File: config.mk
export PLATFORM = sky130hd
export DESIGN_NAME = quadrature_knob_channel_top
export DESIGN_NICKNAME = d
export VERILOG_FILES = /design/src/rtl/qkc_pkg.sv /design/src/rtl/qkc_cfg_regs.sv /design/src/rtl/qkc_decoder.sv /design/src/rtl/qkc_channel.sv /design/src/rtl/quadrature_knob_channel_top.sv
export SDC_FILE = /design/constraint.sdc
export NUM_CORES = 1
export LEC_CHECK = 0
export ABC_AREA = 1
export BUFFER_PORTS_ARGS = -buffer_cell sky130_fd_sc_hd__buf_2
export CAP_MARGIN = 20
export CORE_MARGIN = 10
export CORE_UTILIZATION = 60
export DETAILED_ROUTE_END_ITERATION = 7
export PLACE_DENSITY = 0.84
export SETUP_SLACK_MARGIN = 0.15
export SLEW_MARGIN = 20
export SYNTH_ARGS = -nofsm -noshare
export SYNTH_HDL_FRONTEND = slang
export SYNTH_SLANG_ARGS = --single-unit
File: constraint.sdc
create_clock -name i_clk -period 5.95 [get_ports i_clk]
set_input_delay 0.8925 -clock i_clk [delete_from_list [all_inputs] [get_ports i_clk]]
set_output_delay 0.8925 -clock i_clk [all_outputs]
set_load 0.02 [all_outputs]
File: src/rtl/qkc_pkg.sv
`timescale 1ns / 1ps
`default_nettype none

package qkc_pkg;

    // Width of the internal channel accumulator (8 to 16)
    localparam int CHANNEL_BITS  = 11;
    localparam int CHANNEL_BITS1 = CHANNEL_BITS + 1;

    // Fixed field and register widths
    localparam int CHAN_FIELD_W = 11;
    localparam int COUNT_W      = 16;
    localparam int STEP_W       = 2;
    localparam int STEP_SIZE_W  = 8;
    localparam int LIMIT_W      = 11;
    localparam int DETENT_W     = 3;
    localparam int SUM_W        = 4;
    localparam int CFG_IDX_W    = 3;
    localparam int CFG_DATA_W   = 11;
    localparam int IN_TDATA_W   = 8;
    localparam int OUT_TDATA_W  = 32;
    localparam int OUT_PAD_W    = OUT_TDATA_W - CHAN_FIELD_W - COUNT_W - STEP_W;

    // Compare width wide enough for both the channel and the 11-bit limits
    localparam int CMP_W = (CHANNEL_BITS > LIMIT_W) ? CHANNEL_BITS : LIMIT_W;

    // Register reset values
    localparam logic [STEP_SIZE_W-1:0] STEP_SIZE_RST   = 8'd25;
    localparam logic [LIMIT_W-1:0]     UPPER_LIMIT_RST = 11'd1792;
    localparam logic [LIMIT_W-1:0]     LOWER_LIMIT_RST = 11'd191;
    localparam logic [LIMIT_W-1:0]     START_VALUE_RST = 11'd1003;
    localparam logic [DETENT_W-1:0]    DETENT_RST      = 3'd2;

    typedef enum logic [CFG_IDX_W-1:0] {
        REG_STEP_SIZE        = 3'd0,
        REG_UPPER_LIMIT      = 3'd1,
        REG_LOWER_LIMIT      = 3'd2,
        REG_START_VALUE      = 3'd3,
        REG_STEPS_PER_DETENT = 3'd4
    } t_reg_idx;

    typedef enum logic [STEP_W-1:0] {
        STEP_NONE = 2'b00,
        STEP_UP   = 2'b01,
        STEP_DOWN = 2'b11
    } t_step;

    typedef struct packed {
        logic [STEP_SIZE_W-1:0] step_size;
        logic [LIMIT_W-1:0]     upper_limit;
        logic [LIMIT_W-1:0]     lower_limit;
        logic [DETENT_W-1:0]    steps_per_detent;
    } t_cfg;

    // Direction per {previous phase, new phase}; illegal or idle moves give zero
    localparam logic signed [1:0] DIR_TABLE [16] = '{
         2'sd0, -2'sd1,  2'sd1,  2'sd0,
         2'sd1,  2'sd0,  2'sd0, -2'sd1,
        -2'sd1,  2'sd0,  2'sd0,  2'sd1,
         2'sd0,  2'sd1, -2'sd1,  2'sd0
    };

endpackage

`default_nettype wire

File: src/rtl/qkc_cfg_regs.sv
`timescale 1ns / 1ps
`default_nettype none

module qkc_cfg_regs
    import qkc_pkg::*;
(
    input  wire logic                  i_clk,
    input  wire logic                  i_rst_n,
    input  wire logic                  i_cfg_we,
    input  wire logic [CFG_IDX_W-1:0]  i_cfg_index,
    input  wire logic [CFG_DATA_W-1:0] i_cfg_data,
    output t_cfg                       o_cfg
);

    t_cfg r_cfg;

    always_ff @(posedge i_clk) begin
        if (!i_rst_n) begin
            r_cfg.step_size        <= STEP_SIZE_RST;
            r_cfg.upper_limit      <= UPPER_LIMIT_RST;
            r_cfg.lower_limit      <= LOWER_LIMIT_RST;
            r_cfg.steps_per_detent <= DETENT_RST;
        end else if (i_cfg_we) begin
            case (i_cfg_index)
                REG_STEP_SIZE:        r_cfg.step_size        <= i_cfg_data[STEP_SIZE_W-1:0];
                REG_UPPER_LIMIT:      r_cfg.upper_limit      <= i_cfg_data[LIMIT_W-1:0];
                REG_LOWER_LIMIT:      r_cfg.lower_limit      <= i_cfg_data[LIMIT_W-1:0];
                // Reset also restores the start value, so the channel always
                // reloads the reset constant; nothing to store here.
                REG_START_VALUE:      ;
                REG_STEPS_PER_DETENT: r_cfg.steps_per_detent <= i_cfg_data[DETENT_W-1:0];
                default:              ;
            endcase
        end
    end

    assign o_cfg = r_cfg;

endmodule

`default_nettype wire

File: src/rtl/qkc_decoder.sv
`timescale 1ns / 1ps
`default_nettype none

module qkc_decoder
    import qkc_pkg::*;
(
    input  wire logic                i_clk,
    input  wire logic                i_rst_n,
    input  wire logic                i_adv,
    input  wire logic [1:0]          i_phase,
    input  wire logic [DETENT_W-1:0] i_steps_per_detent,
    output t_step                    o_step
);

    logic [1:0]              r_last_phase;
    logic signed [SUM_W-1:0] r_sum;
    logic signed [SUM_W-1:0] n_sum;

    logic signed [1:0]       w_dir;
    logic signed [SUM_W:0]   w_sum_raw;
    logic signed [SUM_W:0]   w_sum_sat;
    logic [DETENT_W-1:0]     w_thr;
    logic signed [SUM_W:0]   w_thr_s;

    always_comb begin
        w_dir     = DIR_TABLE[{r_last_phase, i_phase}];
        w_sum_raw = {r_sum[SUM_W-1], r_sum} + {{(SUM_W-1){w_dir[1]}}, w_dir};
        if (w_sum_raw > 5'sd7) begin
            w_sum_sat = 5'sd7;
        end else if (w_sum_raw < -5'sd8) begin
            w_sum_sat = -5'sd8;
        end else begin
            w_sum_sat = w_sum_raw;
        end
        // A zero threshold behaves as one
        w_thr   = (i_steps_per_detent == '0) ? DETENT_W'(1) : i_steps_per_detent;
        w_thr_s = $signed({2'b00, w_thr});
    end

    always_comb begin
        if (w_sum_sat >= w_thr_s) begin
            o_step = STEP_UP;
            n_sum  = '0;
        end else if (w_sum_sat <= -w_thr_s) begin
            o_step = STEP_DOWN;
            n_sum  = '0;
        end else begin
            o_step = STEP_NONE;
            n_sum  = w_sum_sat[SUM_W-1:0];
        end
    end

    always_ff @(posedge i_clk) begin
        if (!i_rst_n) begin
            r_last_phase <= '0;
            r_sum        <= '0;
        end else if (i_adv) begin
            r_last_phase <= i_phase;
            r_sum        <= n_sum;
        end
    end

endmodule

`default_nettype wire

File: src/rtl/qkc_channel.sv
`timescale 1ns / 1ps
`default_nettype none

module qkc_channel
    import qkc_pkg::*;
(
    input  wire logic               i_clk,
    input  wire logic               i_rst_n,
    input  wire logic               i_adv,
    input  t_step                   i_step,
    input  t_cfg                    i_cfg,
    output logic [CHANNEL_BITS-1:0] o_channel_next,
    output logic [COUNT_W-1:0]      o_count_next
);

    logic [CHANNEL_BITS-1:0]  r_channel;
    logic [COUNT_W-1:0]       r_count;

    logic [CMP_W-1:0]         w_ch_ext;
    logic [CMP_W-1:0]         w_up_ext;
    logic [CMP_W-1:0]         w_lo_ext;
    logic [CMP_W-1:0]         w_start_ext;
    logic [CHANNEL_BITS-1:0]  w_step;
    logic [CHANNEL_BITS1-1:0] w_up_sum;

    always_comb begin
        w_ch_ext    = CMP_W'(r_channel);
        w_up_ext    = CMP_W'(i_cfg.upper_limit);
        w_lo_ext    = CMP_W'(i_cfg.lower_limit);
        w_start_ext = CMP_W'(START_VALUE_RST);
        w_step      = CHANNEL_BITS'(i_cfg.step_size);
        w_up_sum    = {1'b0, r_channel} + CHANNEL_BITS1'(w_step);
    end

    // Limits are tested against the value before the move
    always_comb begin
        o_channel_next = r_channel;
        o_count_next   = r_count;
        case (i_step)
            STEP_UP: begin
                o_count_next = r_count + COUNT_W'(1);
                if (w_ch_ext > w_up_ext) begin
                    o_channel_next = w_up_ext[CHANNEL_BITS-1:0];
                end else if (w_up_sum[CHANNEL_BITS]) begin
                    o_channel_next = '1;
                end else begin
                    o_channel_next = w_up_sum[CHANNEL_BITS-1:0];
                end
            end
            STEP_DOWN: begin
                o_count_next = r_count - COUNT_W'(1);
                if (w_ch_ext < w_lo_ext) begin
                    o_channel_next = w_lo_ext[CHANNEL_BITS-1:0];
                end else if (r_channel >= w_step) begin
                    o_channel_next = r_channel - w_step;
                end else begin
                    o_channel_next = '0;
                end
            end
            default: ;
        endcase
    end

    always_ff @(posedge i_clk) begin
        if (!i_rst_n) begin
            r_channel <= w_start_ext[CHANNEL_BITS-1:0];
            r_count   <= '0;
        end else if (i_adv) begin
            r_channel <= o_channel_next;
            r_count   <= o_count_next;
        end
    end

endmodule

`default_nettype wire

File: src/rtl/quadrature_knob_channel_top.sv
`timescale 1ns / 1ps
`default_nettype none

// Half-step quadrature decoder for a rotary knob driving a clamped channel
// value. Each input transaction is one sample of the A and B pins; each sample
// yields exactly one output transaction carrying the channel value, the wrapped
// signed rotation count and the step code (1 up, -1 down, 0 none). One sample
// is taken every clock unless the result stalls: a sample register feeds a
// combinational update of the transition accumulator, channel and count,
// registered into the state and the result register at once. A stalled
// result holds while the sample register still takes one more transaction.
// Configuration writes belong to idle periods; a start_value write has no
// effect, since reset always loads 1003.

module quadrature_knob_channel_top
    import qkc_pkg::*;
(
    input  wire logic                   i_clk,
    input  wire logic                   i_rst_n,
    // Configuration
    input  wire logic                   i_cfg_we,
    input  wire logic [CFG_IDX_W-1:0]   i_cfg_index,
    input  wire logic [CFG_DATA_W-1:0]  i_cfg_data,
    // Pin samples
    input  wire logic                   i_s_axis_tvalid,
    output logic                        o_s_axis_tready,
    // [0] phase_a_level, [1] phase_b_level, [7:2] zero
    input  wire logic [IN_TDATA_W-1:0]  i_s_axis_tdata,
    // Results
    output logic                        o_m_axis_tvalid,
    input  wire logic                   i_m_axis_tready,
    // [10:0] channel_value, [26:11] rotation_count, [28:27] step_taken, [31:29] zero
    output logic [OUT_TDATA_W-1:0]      o_m_axis_tdata
);

    t_cfg                    w_cfg;
    t_step                   w_step;
    logic [CHANNEL_BITS-1:0] w_ch_next;
    logic [COUNT_W-1:0]      w_count_next;
    logic [CMP_W-1:0]        w_ch_ext;
    logic                    w_adv;

    logic                    r_in_valid;
    logic [1:0]              r_in_phase;
    logic                    r_out_valid;
    logic [OUT_TDATA_W-1:0]  r_out_data;

    qkc_cfg_regs u_cfg (
        .i_clk       (i_clk),
        .i_rst_n     (i_rst_n),
        .i_cfg_we    (i_cfg_we),
        .i_cfg_index (i_cfg_index),
        .i_cfg_data  (i_cfg_data),
        .o_cfg       (w_cfg)
    );

    qkc_decoder u_dec (
        .i_clk              (i_clk),
        .i_rst_n            (i_rst_n),
        .i_adv              (w_adv),
        .i_phase            (r_in_phase),
        .i_steps_per_detent (w_cfg.steps_per_detent),
        .o_step             (w_step)
    );

    qkc_channel u_chan (
        .i_clk          (i_clk),
        .i_rst_n        (i_rst_n),
        .i_adv          (w_adv),
        .i_step         (w_step),
        .i_cfg          (w_cfg),
        .o_channel_next (w_ch_next),
        .o_count_next   (w_count_next)
    );

    // Advance the held sample whenever the result register is free or draining
    assign w_adv           = r_in_valid && (!r_out_valid || i_m_axis_tready);
    assign o_s_axis_tready = !r_in_valid || w_adv;
    assign w_ch_ext        = CMP_W'(w_ch_next);

    always_ff @(posedge i_clk) begin
        if (!i_rst_n) begin
            r_in_valid <= 1'b0;
        end else if (o_s_axis_tready) begin
            r_in_valid <= i_s_axis_tvalid;
        end
    end

    always_ff @(posedge i_clk) begin
        if (o_s_axis_tready && i_s_axis_tvalid) begin
            // phase = {A, B}
            r_in_phase <= {i_s_axis_tdata[0], i_s_axis_tdata[1]};
        end
    end

    always_ff @(posedge i_clk) begin
        if (!i_rst_n) begin
            r_out_valid <= 1'b0;
        end else if (w_adv) begin
            r_out_valid <= 1'b1;
        end else if (i_m_axis_tready) begin
            r_out_valid <= 1'b0;
        end
    end

    always_ff @(posedge i_clk) begin
        if (w_adv) begin
            r_out_data <= {{OUT_PAD_W{1'b0}}, w_step, w_count_next,
                           w_ch_ext[CHAN_FIELD_W-1:0]};
        end
    end

    assign o_m_axis_tvalid = r_out_valid;
    assign o_m_axis_tdata  = r_out_data;

    // A held sample that cannot advance stays in place
    a_in_hold: assert property (@(posedge i_clk) disable iff (!i_rst_n)
        (r_in_valid && !w_adv) |=> (r_in_valid && $stable(r_in_phase)))
        else $error("sample register lost or changed a stalled sample");

    // Every advanced sample produces a result
    a_adv_result: assert property (@(posedge i_clk) disable iff (!i_rst_n)
        w_adv |=> r_out_valid)
        else $error("advanced sample produced no result");

    // Reset empties both stages
    a_reset_empty: assert property (@(posedge i_clk)
        !i_rst_n |=> (!r_in_valid && !r_out_valid))
        else $error("pipeline not empty after reset");

endmodule

`default_nettype wire
==> summary.txt, run 1 <==
Run status
  • Status: complete, no violations

Cells and area
  • Fin nets: 1021
  • Share of cells above drive strength 1: 0.118
  • Synth-to-layout area growth: 7.93%
  • N_diodes: 0

Setup path
  • CP arrival: 5.60 ns
  • Cell family with most CP delay: simple AND/OR/NAND/NOR gates
  • Worst stage delay on the critical path: about 0.44 ns
  • Most used cell along the critical path: nand2_1
  • Nature of the critical path endpoint: register
  • CP required: 6.25 ns
  • Startpoint types: register
  • Buf+Inv Stages, Crit Path: 7
  • Setup CP Type: reg2reg
  • CP Max Fanout: 11
  • Worst path slowest cell: edfxtp_1

Floorplan
  • Num ports: about 60
  • Core ar.: 0.0108 sq mm
  • Initial core utilization: 0.614
  • Die width: 125 um
  • Chip height: 125 um
  • # rows: 38
  • Die ar.: 0.0157 sq mm

CTS
  • Setup bufs post-CTS: 0
  • Cts repair resizes: 0
  • Clk_lat worst skew: 0.40 ns
  • Root Driver: clkbuf_8
  • # H-tree levels: 3
  • Clk buf depth: 2
  • CTS tree: done
  • Num Clock Sinks: 99
  • Hold_buf cts: 0
  • Clk pin slew, worst setup/hold paths: 0.10 ns
  • TritonCTS buffer count: 9

Synthesis
  • Most frequent cell after synthesis: nand2_1
  • YS warnings: 0
  • Synth unique cells: 51
  • Post-synthesis adder-cell area fraction: 0.136
  • Syn Inst Count: ~900
  • Post-synth top flop: dfxtp_1
  • Largest cells by area after synthesis: dfxtp_1 20%, edfxtp_1 14%, ha_1 12%
  • Commonest cells post-synth: 194 x nand2_1, 127 x inv_1, 75 x a21oi_1, 68 x dfxtp_1, 66 x ha_1
  • Complex-gate fraction of the synthesized area: 0.158
  • Synth Area in XOR/XNOR: 0.0316
  • Post-synth top area cell: dfxtp_1
  • Area fraction of the dominant cell type after synthesis: 0.204
  • Synth Cell Area: 0.00666 sq mm
  • Mean Syn Cell Area: around 7.5 sq um
  • #FFs+latches synth: 99
  • Seq/Total Area, Yosys: 0.344
  • Largest family of logic cells by synthesized area: simple AND/OR/NAND/NOR gates
  • Area share of and/or/nand/nor cells after synthesis: 0.233
  • Number of flops mapped to enable cells by yosys: 31
  • Mux cell area share after synthesis: 0
  • Ys async rst share: 0

Routing
  • Drt drc: 0
  • Post-route ant nets: 0
  • Vias: 5852
  • Initial DRC Count: ~540
  • Pre-antenna DRT Iters: 5
  • DR WL/cell: about 14 um
  • WL final: ~15 mm
  • Vias per cell: 5.47

STA
  • RSZ-0062 raised after global routing: no
  • Final setup vio count: 0
  • Final-report hold violation count: 0
  • Slew margin rel.: 0.294
  • Slew Limit Fails: 0
  • Max Clk Rate: between 150 and 200 MHz
  • Worst setup margin: approximately 0.65 ns
  • Skew final: 0.0115 ns
  • Setup TNS: 0 ns
  • Tmin final: 5.30 ns
  • Tightest Pin Transition: 1.06 ns
  • Final Cycle Share: 0.891

Global route
  • Number of global-route vias before repair: 5528
  • Initial antenna violation count: 0
  • Largest net degree at the start of global routing: 61
  • Global-route wire length before repair: ~25 mm
  • GRT Util Overall: 0.189
  • Total grt overflow: 0

Placement
  • Dpl hpwl: 11.3 mm
  • Pre-CTS WS: 0.292 ns
  • Gpl congestion: 0.890
  • IO Port Bufs: 51

Pwr
  • Peak VDD IR: around 0.27 mV
  • PwrDens: approximately 340 mW/mm^2
  • Clk pwr share: 0.172
  • Seq pwr share: 0.359
  • Psw: about 1000 uW
  • Gate power share: 0.469
  • Switching share of power: 0.433
  • Static leakage: 0.00360 uW
  • Pint: about 1400 uW

Job
  • Number of max-cap violations: 0

Hold path
  • Worst min path class: reg2reg
==> layer usage <==
metal,GRT usage,wire length [um]
met5,0,0
met4,0.0637,269
met3,0.0541,878
met2,0.305,6920
met1,0.236,6910
==> cell families after synthesis <==
logic type,count (synthesis)
AOI/OAI and AO/OA,182
xor gates and xnor gates,24
adders and majority gates,70
buffers and inverters,159
DFF,99
other,1
and+or+nand+nor,349
==> cell type report <==
| type | count | area [sq um] |
|---|---|---|
| Clock buffer | 9 | 124 |
| Tap cell | 140 | 175 |
| Fill cell | 952 | 3650 |
| Inverter | 129 | 485 |
| Sequential cell | 99 | 2290 |
| Multi-Input combinational cell | 629 | 3760 |
| Timing Repair Buffer | 56 | 293 |
| Clock inverter | 7 | 56.3 |
==> sequential cells by signal, indices dropped and copies added (netlist names) <==
name                flops
u_dec.r_last_phase      2
u_chan.r_channel       11
r_in_valid              1
r_in_phase              2
o_m_axis_tdata         29
u_cfg.o_cfg            33
u_dec.r_sum             4
o_m_axis_tvalid         1
u_chan.r_count         16
==> per-stage QoR <==
stage	area (sq um)	hold WS [ns]	cells	total power [uW]	utilization
after global routing	7190	0.500	1069	2600	0.663
after global placement	6980	0.461	1053	1960	0.644
after detailed placement	6980	0.466	1053	1990	0.644
final	7190	0.483	1069	2410	0.663
after floorplan	6670	0.450	887	1760	-
after CTS	7160	0.481	1069	2400	0.660
==> worst register-to-register path, delay by kind of cell, from the launching register on <==
kind	cells	cell delay, ns
compound gates	6	1.06
xor+xnor	1	0.10
fa+ha+maj	4	1.24
buf+inv	7	0.63
flops	1	0.44
simple gates	16	1.73
==> cells in the final DEF (no fill, tap or decap), drive strengths merged, types with 14 or more instances in the layout <==
cell type | synthesis | final
nand4 | 14 | 14
xor2 | 19 | 19
o21ai | 66 | 66
nand3 | 57 | 57
ha | 66 | 66
nor2 | 59 | 59
inv | 129 | 133
a21oi | 76 | 76
buf | 13 | 56
edfxtp | 31 | 31
o211ai | 24 | 24
nand2 | 199 | 199
dfxtp | 68 | 68
==> worst paths after layout <==
| kind | cells after the start | from | to | slack (ns) |
|---|---|---|---|---|
| worst min-delay path | 2 | u_dec.r_sum[2]$_SDFFE_PN0P_ | u_dec.r_sum[2]$_SDFFE_PN0P_ | 0.48 |
| worst min register to register | 2 | u_dec.r_sum[2]$_SDFFE_PN0P_ | u_dec.r_sum[2]$_SDFFE_PN0P_ | 0.48 |
| worst max-delay path | 34 | r_in_phase[0]$_DFFE_PP_ | u_chan.r_count[11]$_SDFFE_PN0P_ | 0.65 |
| worst max register to register | 34 | r_in_phase[0]$_DFFE_PP_ | u_chan.r_count[11]$_SDFFE_PN0P_ | 0.65 |
==> power groups by stage <==
stage	Sequential (uW)	Clock, uW	Combinational [uW]
floorplan	923	0	841
global placement	879	0	1080
detailed placement	881	0	1110
CTS	866	423	1120
global route	876	447	1280
finish	867	415	1130
(Power assumes the default switching activity.)
==> inputs of run 2 (changes only) <==
--- a/config.mk
+++ b/config.mk
@@ -9,8 +9,8 @@
 export BUFFER_PORTS_ARGS = -buffer_cell sky130_fd_sc_hd__buf_2
 export CAP_MARGIN = 20
-export CORE_MARGIN = 10
-export CORE_UTILIZATION = 60
+export CORE_MARGIN = 2
+export CORE_UTILIZATION = 25
 export DETAILED_ROUTE_END_ITERATION = 7
-export PLACE_DENSITY = 0.84
+export PLACE_DENSITY = 0.44
 export SETUP_SLACK_MARGIN = 0.15
 export SLEW_MARGIN = 20
==> constraint.sdc (replaced) <==
create_clock -name i_clk -period 5.95 [get_ports i_clk]
set_input_delay 1.19 -clock i_clk [delete_from_list [all_inputs] [get_ports i_clk]]
set_output_delay 1.19 -clock i_clk [all_outputs]
set_load 0.02 [all_outputs]
==> run 2 against run 1 <==
Against the previous run: the run now ends with DRC left; combinational power increased by 4%; largest cell class unchanged; global-route usage is 6.2 points lower; sequential power about the same; fmax rose by 0.29%; hold slack got worse by 0.0089 ns; clock power up 34%; worst setup slack improved by 0.016 ns; clock skew decreased by 0.0017 ns; sequential cell count unchanged; critical path type unchanged; non-clock buffer count rose by 7; routed wire length is 14% higher; sequential share of layout area shrank 1.7 points.
==> summary.txt, run 2 (synthesis gave the netlist of run 1 again) <==
Run status
  • Status: finished, violations left (was complete, no violations)
  • Failing checks: DRC

Setup path
  • RR Startpoint: r_in_phase[0]$_DFFE_PP_ (unchanged)
  • Setup CP Type: reg2reg (unchanged)
  • Critical path origin: r_in_phase[0]$_DFFE_PP_ (unchanged)
  • Nature of the critical path endpoint: register (unchanged)
  • CP Max Fanout: 10 (was 11)
  • CP required: 6.06 ns (was 6.25 ns)
  • Worst path slowest cell: edfxtp_1 (unchanged)
  • Most used cell along the critical path: nand2_1 (unchanged)
  • Startpoint types: register (unchanged)
  • Cell family with most CP delay: simple AND/OR/NAND/NOR gates (unchanged)
  • Worst stage delay on the critical path: 0.44 ns (about the same)
  • CP arrival: 5.40 ns (was 5.60 ns)
  • Buf+Inv Stages, Crit Path: 7 (unchanged)

Routing
  • Initial DRC Count: 254 (was 539)
  • Drt drc: 7 (was 0)
  • Pre-antenna DRT Iters: 6 (was 5)
  • Post-route ant nets: 0 (unchanged)
  • Vias per cell: 4.40 (was 5.47)
  • WL final: 17.1 mm (was 15.0 mm)
  • DR WL/cell: 13.5 um (was 14.0 um)
  • Vias: 5593 (was 5852)

CTS
  • Clk buf depth: 2 (unchanged)
  • CTS tree: done (unchanged)
  • Num Clock Sinks: 99 (unchanged)
  • # H-tree levels: 3 (unchanged)
  • Clk pin slew, worst setup/hold paths: 0.07 ns (was 0.10 ns)
  • TritonCTS buffer count: 9 (unchanged)
  • Hold_buf cts: 0 (unchanged)
  • Root Driver: clkbuf_16 (was clkbuf_8)
  • Clk_lat worst skew: 0.36 ns (was 0.40 ns)

Placement
  • IO Port Bufs: 51 (unchanged)
  • Pre-CTS WS: 0.296 ns (was 0.292 ns)
  • Dpl cells: 1253 (was 1053)
  • Dpl hpwl: 12.9 mm (was 11.3 mm)
  • Gpl congestion: 0.837 (was 0.890)

STA
  • RSZ-0062 raised after global routing: no (unchanged)
  • Final-report hold violation count: 0 (unchanged)
  • Final Cycle Share: 0.889 (was 0.891)
  • Tightest Pin Transition: 0.708 ns (was 1.06 ns)
  • Slew margin rel.: 0.528 (was 0.294)
  • Slew Limit Fails: 0 (unchanged)
  • Setup TNS: 0 ns (unchanged)
  • Tmin final: 5.29 ns (was 5.30 ns)
  • Worst setup margin: 0.662 ns (was 0.647 ns)
  • Final setup vio count: 0 (unchanged)
  • Skew final: 0.00982 ns (was 0.0115 ns)
  • Max Clk Rate: 189 MHz (about the same)

Cells and area
  • Finished Layout Cells: 1271 (was 1069)
  • Fillers: 2907 (was 952)
  • Util after Layout: 0.291 (was 0.663)
  • Synth-to-layout area growth: 14.1% (was 7.93%)
  • Most frequent cells in the layout: 194 x nand2_1, 126 x inv_1, 72 x a21oi_1 (unchanged)
  • Commonest non-fill, non-tap cell in the layout: nand2_1 (unchanged)
  • Share of cells above drive strength 1: 0.125 (was 0.118)
  • Fin nets: 1028 (was 1021)
  • Largest register FFs: 33 (unchanged)
  • N_diodes: 0 (unchanged)

Job
  • Number of max-cap violations: 0 (unchanged)

Floorplan
  • Chip height: 167 um (was 125 um)
  • Initial core utilization: 0.255 (was 0.614)
  • Die ar.: 0.0280 sq mm (was 0.0157 sq mm)
  • Num ports: 61 (unchanged)
  • Die width: 167 um (was 125 um)
  • # rows: 59 (was 38)
  • Core ar.: 0.0261 sq mm (was 0.0108 sq mm)

Hold path
  • Worst Min Path Start: u_dec.r_sum[2]$_SDFFE_PN0P_ (unchanged)
  • Worst min path class: reg2reg (unchanged)

Pwr
  • Peak VDD IR: 0.116 mV (was 0.270 mV)
  • Final Total Pwr: 2600 uW (was 2410 uW)
  • PwrDens: 342 mW/mm^2 (was 336 mW/mm^2)
  • Static leakage: 0.00368 uW (was 0.00360 uW)

Global route
  • Largest net degree at the start of global routing: 61 (unchanged)
  • Number of global-route vias before repair: 5346 (was 5528)
  • Initial antenna violation count: 0 (unchanged)
  • Total grt overflow: 0 (unchanged)
  • Global-route wire length before repair: 28.4 mm (was 25.4 mm)
  • GRT Util Overall: 0.127 (was 0.189)
==> run 2: cell count changes in the layout (fill, tap and decap cells not counted), sizes merged <==
cell      change
clkbuf        +1
clkinvlp      +2
buf           +7
inv           -3
==> run 2: cell type report <==
| cell class | instances | area [sq um] | area share |
|---|---|---|---|
| clock buffers | 10 | 229 | 0.0301 |
| clock inverters | 6 | 41.3 | 0.00543 |
| inverters | 129 | 484 | 0.0637 |
| multi-input cells | 629 | 3760 | 0.495 |
| flip-flops and latches | 99 | 2290 | 0.302 |
| well taps | 335 | 419 | 0.0552 |
| repair buffers | 63 | 369 | 0.0486 |
==> run 2: worst reg2reg max path: cells and delay by family, from the launching register on <==
family,cells,cell delay [ns]
AO/OA/AOI/OAI,4,0.69
XOR/XNOR,1,0.13
adder cells (fa/ha/maj),4,1.22
AND/OR/NAND/NOR,18,1.89
flip-flops,1,0.44
buffers and inverters,7,0.71
==> run 2: worst paths after layout <==
kind / endpoint / cells after the start / slack, ns
max: o_m_axis_tdata[25]$_DFFE_PP_ / 34 / 0.66
min: u_dec.r_sum[2]$_SDFFE_PN0P_ / 2 / 0.47
max reg2reg: o_m_axis_tdata[25]$_DFFE_PP_ / 34 / 0.66
min reg2reg: u_dec.r_sum[2]$_SDFFE_PN0P_ / 2 / 0.47
==> run 2: routing by layer <==
| metal | GRT usage | part of all wire | vias to the layer above |
|---|---|---|---|
| met5 | 0 | 0 | - |
| met4 | 0.0284 | 0.0086 | 0 |
| met3 | 0.0248 | 0.037 | 8 |
| met2 | 0.201 | 0.44 | 60 |
| met1 | 0.178 | 0.52 | 2512 |
| li1 | - | - | 3013 |
==> run 2: what timing repair did <==
action	4_1_cts	5_1_grt
resized for setup	0	8
setup buffers	0	2
setup endpoints to repair	0	14
==> run 2: report_power, final <==
part	switching [uW]	internal, uW
logic	767	407
registers	52.4	817
clock network	272	284
total	1090	1510
==> run 2: through the flow <==
stage          area, sq um  hold slack (ns)
6_report              7600            0.474
5_1_grt               7600            0.515
4_1_cts               7550            0.474
3_5_place_dp          7280            0.463
3_3_place_gp          7250            0.462
2_1_floorplan         6670            0.450
==> inputs of run 3 (changes only) <==
--- a/config.mk
+++ b/config.mk
@@ -10,8 +10,8 @@
 export CAP_MARGIN = 20
 export CORE_MARGIN = 2
-export CORE_UTILIZATION = 25
+export CORE_UTILIZATION = 45
 export DETAILED_ROUTE_END_ITERATION = 7
-export PLACE_DENSITY = 0.44
-export SETUP_SLACK_MARGIN = 0.15
+export PLACE_DENSITY = 0.67
+export SETUP_SLACK_MARGIN = 0.4
 export SLEW_MARGIN = 20
 export SYNTH_ARGS = -nofsm -noshare
==> constraint.sdc (replaced) <==
create_clock -name i_clk -period 5.95 [get_ports i_clk]
set_input_delay 1.19 -clock i_clk [delete_from_list [all_inputs] [get_ports i_clk]]
set_output_delay 1.19 -clock i_clk [all_outputs]
set_load 0.005 [all_outputs]
==> run 3 against run 2 <==
Against the previous run: the run now ends clean; critical path depth did not move; via count rose by 4.2%; sequential cell count unchanged; register-to-register slack improved by 0.18 ns; cell area up 0.16%; non-clock buffer count increased by 2; global-route usage is 6.8 points higher.
==> summary.txt, run 3 (synthesis gave the netlist of run 1 again) <==
Routing
  • Vias per cell: 5.19 (was 4.40)
  • Post-route ant nets: 0 (unchanged)
  • WL final: 15.2 mm (was 17.1 mm)
  • Initial DRC Count: 451 (was 254)
  • Drt drc: 0 (was 7)
  • DR WL/cell: 13.6 um (was 13.5 um)
  • Vias: 5828 (was 5593)
  • Pre-antenna DRT Iters: 5 (was 6)

Pwr
  • Gate power share: 0.430 (was 0.452)
  • PwrDens: 352 mW/mm^2 (was 342 mW/mm^2)
  • Peak VDD IR: 0.201 mV (was 0.116 mV)
  • Pint: 1650 uW (was 1510 uW)
  • Seq pwr share: 0.326 (was 0.335)
  • Clk pwr share: 0.245 (was 0.214)
  • Psw: 1020 uW (was 1090 uW)
  • Static leakage: 0.00373 uW (was 0.00368 uW)
  • Switching share of power: 0.382 (was 0.420)

CTS
  • Hold_buf cts: 0 (unchanged)
  • CTS tree: done (unchanged)
  • Clk_lat worst skew: 0.35 ns (was 0.36 ns)
  • Clk buf depth: 2 (unchanged)
  • Clk pin slew, worst setup/hold paths: 0.07 ns (about the same)
  • Root Driver: clkbuf_16 (unchanged)
  • # H-tree levels: 3 (unchanged)
  • TritonCTS buffer count: 9 (unchanged)
  • Num Clock Sinks: 99 (unchanged)

STA
  • Skew final: 0.0121 ns (was 0.00982 ns)
  • Final-report hold violation count: 0 (unchanged)
  • Final setup vio count: 0 (unchanged)
  • Tightest Pin Transition: 1.07 ns (was 0.708 ns)
  • RSZ-0062 raised after global routing: yes (was no)
  • Slew Limit Fails: 0 (unchanged)
  • Tmin final: 5.11 ns (was 5.29 ns)
  • Max Clk Rate: 196 MHz (was 189 MHz)
  • Final Cycle Share: 0.859 (was 0.889)
  • Setup TNS: 0 ns (unchanged)
  • Slew margin rel.: 0.284 (was 0.528)

Setup path
  • Worst reg2reg endpoint: u_chan.r_count[12]$_SDFFE_PN0P_ (was o_m_axis_tdata[25]$_DFFE_PP_)
  • Nature of the critical path endpoint: register (unchanged)
  • Flop2flop setup slack: 0.84 ns (was 0.66 ns)
  • Most used cell along the critical path: inv_1 (was nand2_1)
  • CP Max Fanout: 8 (was 10)
  • RR Startpoint: r_in_phase[1]$_DFFE_PP_ (was r_in_phase[0]$_DFFE_PP_)
  • Setup CP Type: reg2reg (unchanged)
  • Worst stage delay on the critical path: 0.42 ns (was 0.44 ns)
  • CP required: 6.19 ns (was 6.06 ns)
  • Worst path slowest cell: edfxtp_1 (unchanged)
  • Critical path origin: r_in_phase[1]$_DFFE_PP_ (was r_in_phase[0]$_DFFE_PP_)
  • FF-to-FF path depth: 34 (unchanged)
  • Startpoint types: register (unchanged)
  • CP arrival: 5.35 ns (was 5.40 ns)

Floorplan
  • Num ports: 61 (unchanged)
  • Initial core utilization: 0.460 (was 0.255)
  • Die width: 126 um (was 167 um)
  • Core ar.: 0.0145 sq mm (was 0.0261 sq mm)
  • Die ar.: 0.0158 sq mm (was 0.0280 sq mm)
  • Chip height: 126 um (was 167 um)
  • # rows: 44 (was 59)

Global route
  • Met1 Use GR: 0.272 (was 0.178)
  • Busiest grt layer: met2 (unchanged)
  • GRT Util Overall: 0.195 (was 0.127)
  • Initial antenna violation count: 0 (unchanged)
  • Largest net degree at the start of global routing: 61 (unchanged)
  • Met2 usage: 0.305 (was 0.201)
  • Global-route wire length before repair: 25.2 mm (was 28.4 mm)
  • Total grt overflow: 0 (unchanged)
  • GR Util met3: 0.0259 (was 0.0248)
  • Number of global-route vias before repair: 5268 (was 5346)

Run status
  • Status: complete, no violations (was finished, violations left)

Hold path
  • Worst min path class: reg2reg (unchanged)
  • Hold depth: 2 (unchanged)
  • Worst Min Path Start: u_dec.r_sum[0]$_SDFFE_PN0P_ (was u_dec.r_sum[2]$_SDFFE_PN0P_)
  • Hold Crit Endpoint: u_dec.r_sum[0]$_SDFFE_PN0P_ (was u_dec.r_sum[2]$_SDFFE_PN0P_)

Cells and area
  • Largest register FFs: 33 (unchanged)
  • Sequential cell area: 0.00229 sq mm (unchanged)
  • Synth-to-layout area growth: 14.3% (was 14.1%)
  • Fin nets: 1030 (was 1028)
  • Most frequent cells in the layout: 193 x nand2_1, 123 x inv_1, 69 x a21oi_1 (was 194 x nand2_1, 126 x inv_1, 72 x a21oi_1)
  • N_diodes: 0 (unchanged)
  • Finished Layout Cells: 1122 (was 1271)
  • Commonest non-fill, non-tap cell in the layout: nand2_1 (unchanged)
  • Multi-input gate area: 0.00388 sq mm (was 0.00376 sq mm)
  • Fillers: 1413 (was 2907)
  • Share of cells above drive strength 1: 0.147 (was 0.125)

Job
  • Number of max-cap violations: 0 (unchanged)

Placement
  • IO Port Bufs: 51 (unchanged)
  • Dpl hpwl: 11.1 mm (was 12.9 mm)
  • Gpl congestion: 0.936 (was 0.837)
  • Dpl cells: 1097 (was 1253)
run 3: what timing repair did:
item | 4_1_cts | 5_1_grt
gates cloned | 0 | 0
setup endpoints to repair | 6 | 13
pin swaps | 0 | 8
gates resized for setup | 3 | 28
setup buffers | 0 | 8
run 3: power by group through the flow:
| stage | combinational, uW | clock [uW] | sequential [uW] |
|---|---|---|---|
| global placement | 1050 | 0 | 882 |
| floorplan | 840 | 0 | 873 |
| global route | 1300 | 695 | 880 |
| CTS | 1070 | 669 | 869 |
| detailed placement | 1060 | 0 | 884 |
| finish | 1150 | 654 | 871 |
run 3: through the flow:
| stage | hold WS [ns] | total power [uW] | cell area [sq um] | setup WS (ns) | utilization |
|---|---|---|---|---|---|
| after global routing | 0.505 | 2870 | 7610 | 0.365 | 0.526 |
| final | 0.471 | 2680 | 7610 | 0.839 | 0.526 |
| after floorplan | 0.450 | 1710 | 6670 | 0.625 | - |
| after detailed placement | 0.465 | 1950 | 7030 | 0.261 | 0.486 |
| after global placement | 0.460 | 1930 | 7030 | 0.291 | 0.486 |
| after CTS | 0.474 | 2610 | 7380 | 0.469 | 0.510 |
run 3: final cells by class:
cell class              instances  area share
flip-flops and latches         99       0.301
clock inverters                 5      0.0110
clock buffers                  11      0.0332
well taps                     184      0.0303
repair buffers                 65      0.0505
inverters                     129      0.0638
multi-input cells             629       0.510
run 3: metal layers:
metal	wire, um	share of wire	up-vias
li1	-	-	3024
met5	0	0	-
met2	6660	0.44	134
met1	7510	0.49	2649
met3	703	0.046	21
met4	361	0.024	0
run 3: worst max-delay path, delay by kind of cell (launching register included):
kind	cells	cell delay [ns]
adder cells (fa/ha/maj)	5	1.31
AO/OA/AOI/OAI	6	0.99
flip-flops	1	0.42
AND/OR/NAND/NOR	11	1.09
buffers and inverters	9	0.76
XOR/XNOR	3	0.44
run 3: how the worst max path moves through the flow:
stage / end / slack (ns) / depth (start not counted)
detailed placement: o_m_axis_tdata[25]$_DFFE_PP_ / 0.26 / 32
CTS: u_chan.r_count[11]$_SDFFE_PN0P_ / 0.47 / 31
global placement: o_m_axis_tdata[25]$_DFFE_PP_ / 0.29 / 32
floorplan: u_chan.r_count[11]$_SDFFE_PN0P_ / 0.63 / 32
global route: u_chan.r_count[11]$_SDFFE_PN0P_ / 0.36 / 38
finish: u_chan.r_count[12]$_SDFFE_PN0P_ / 0.84 / 34
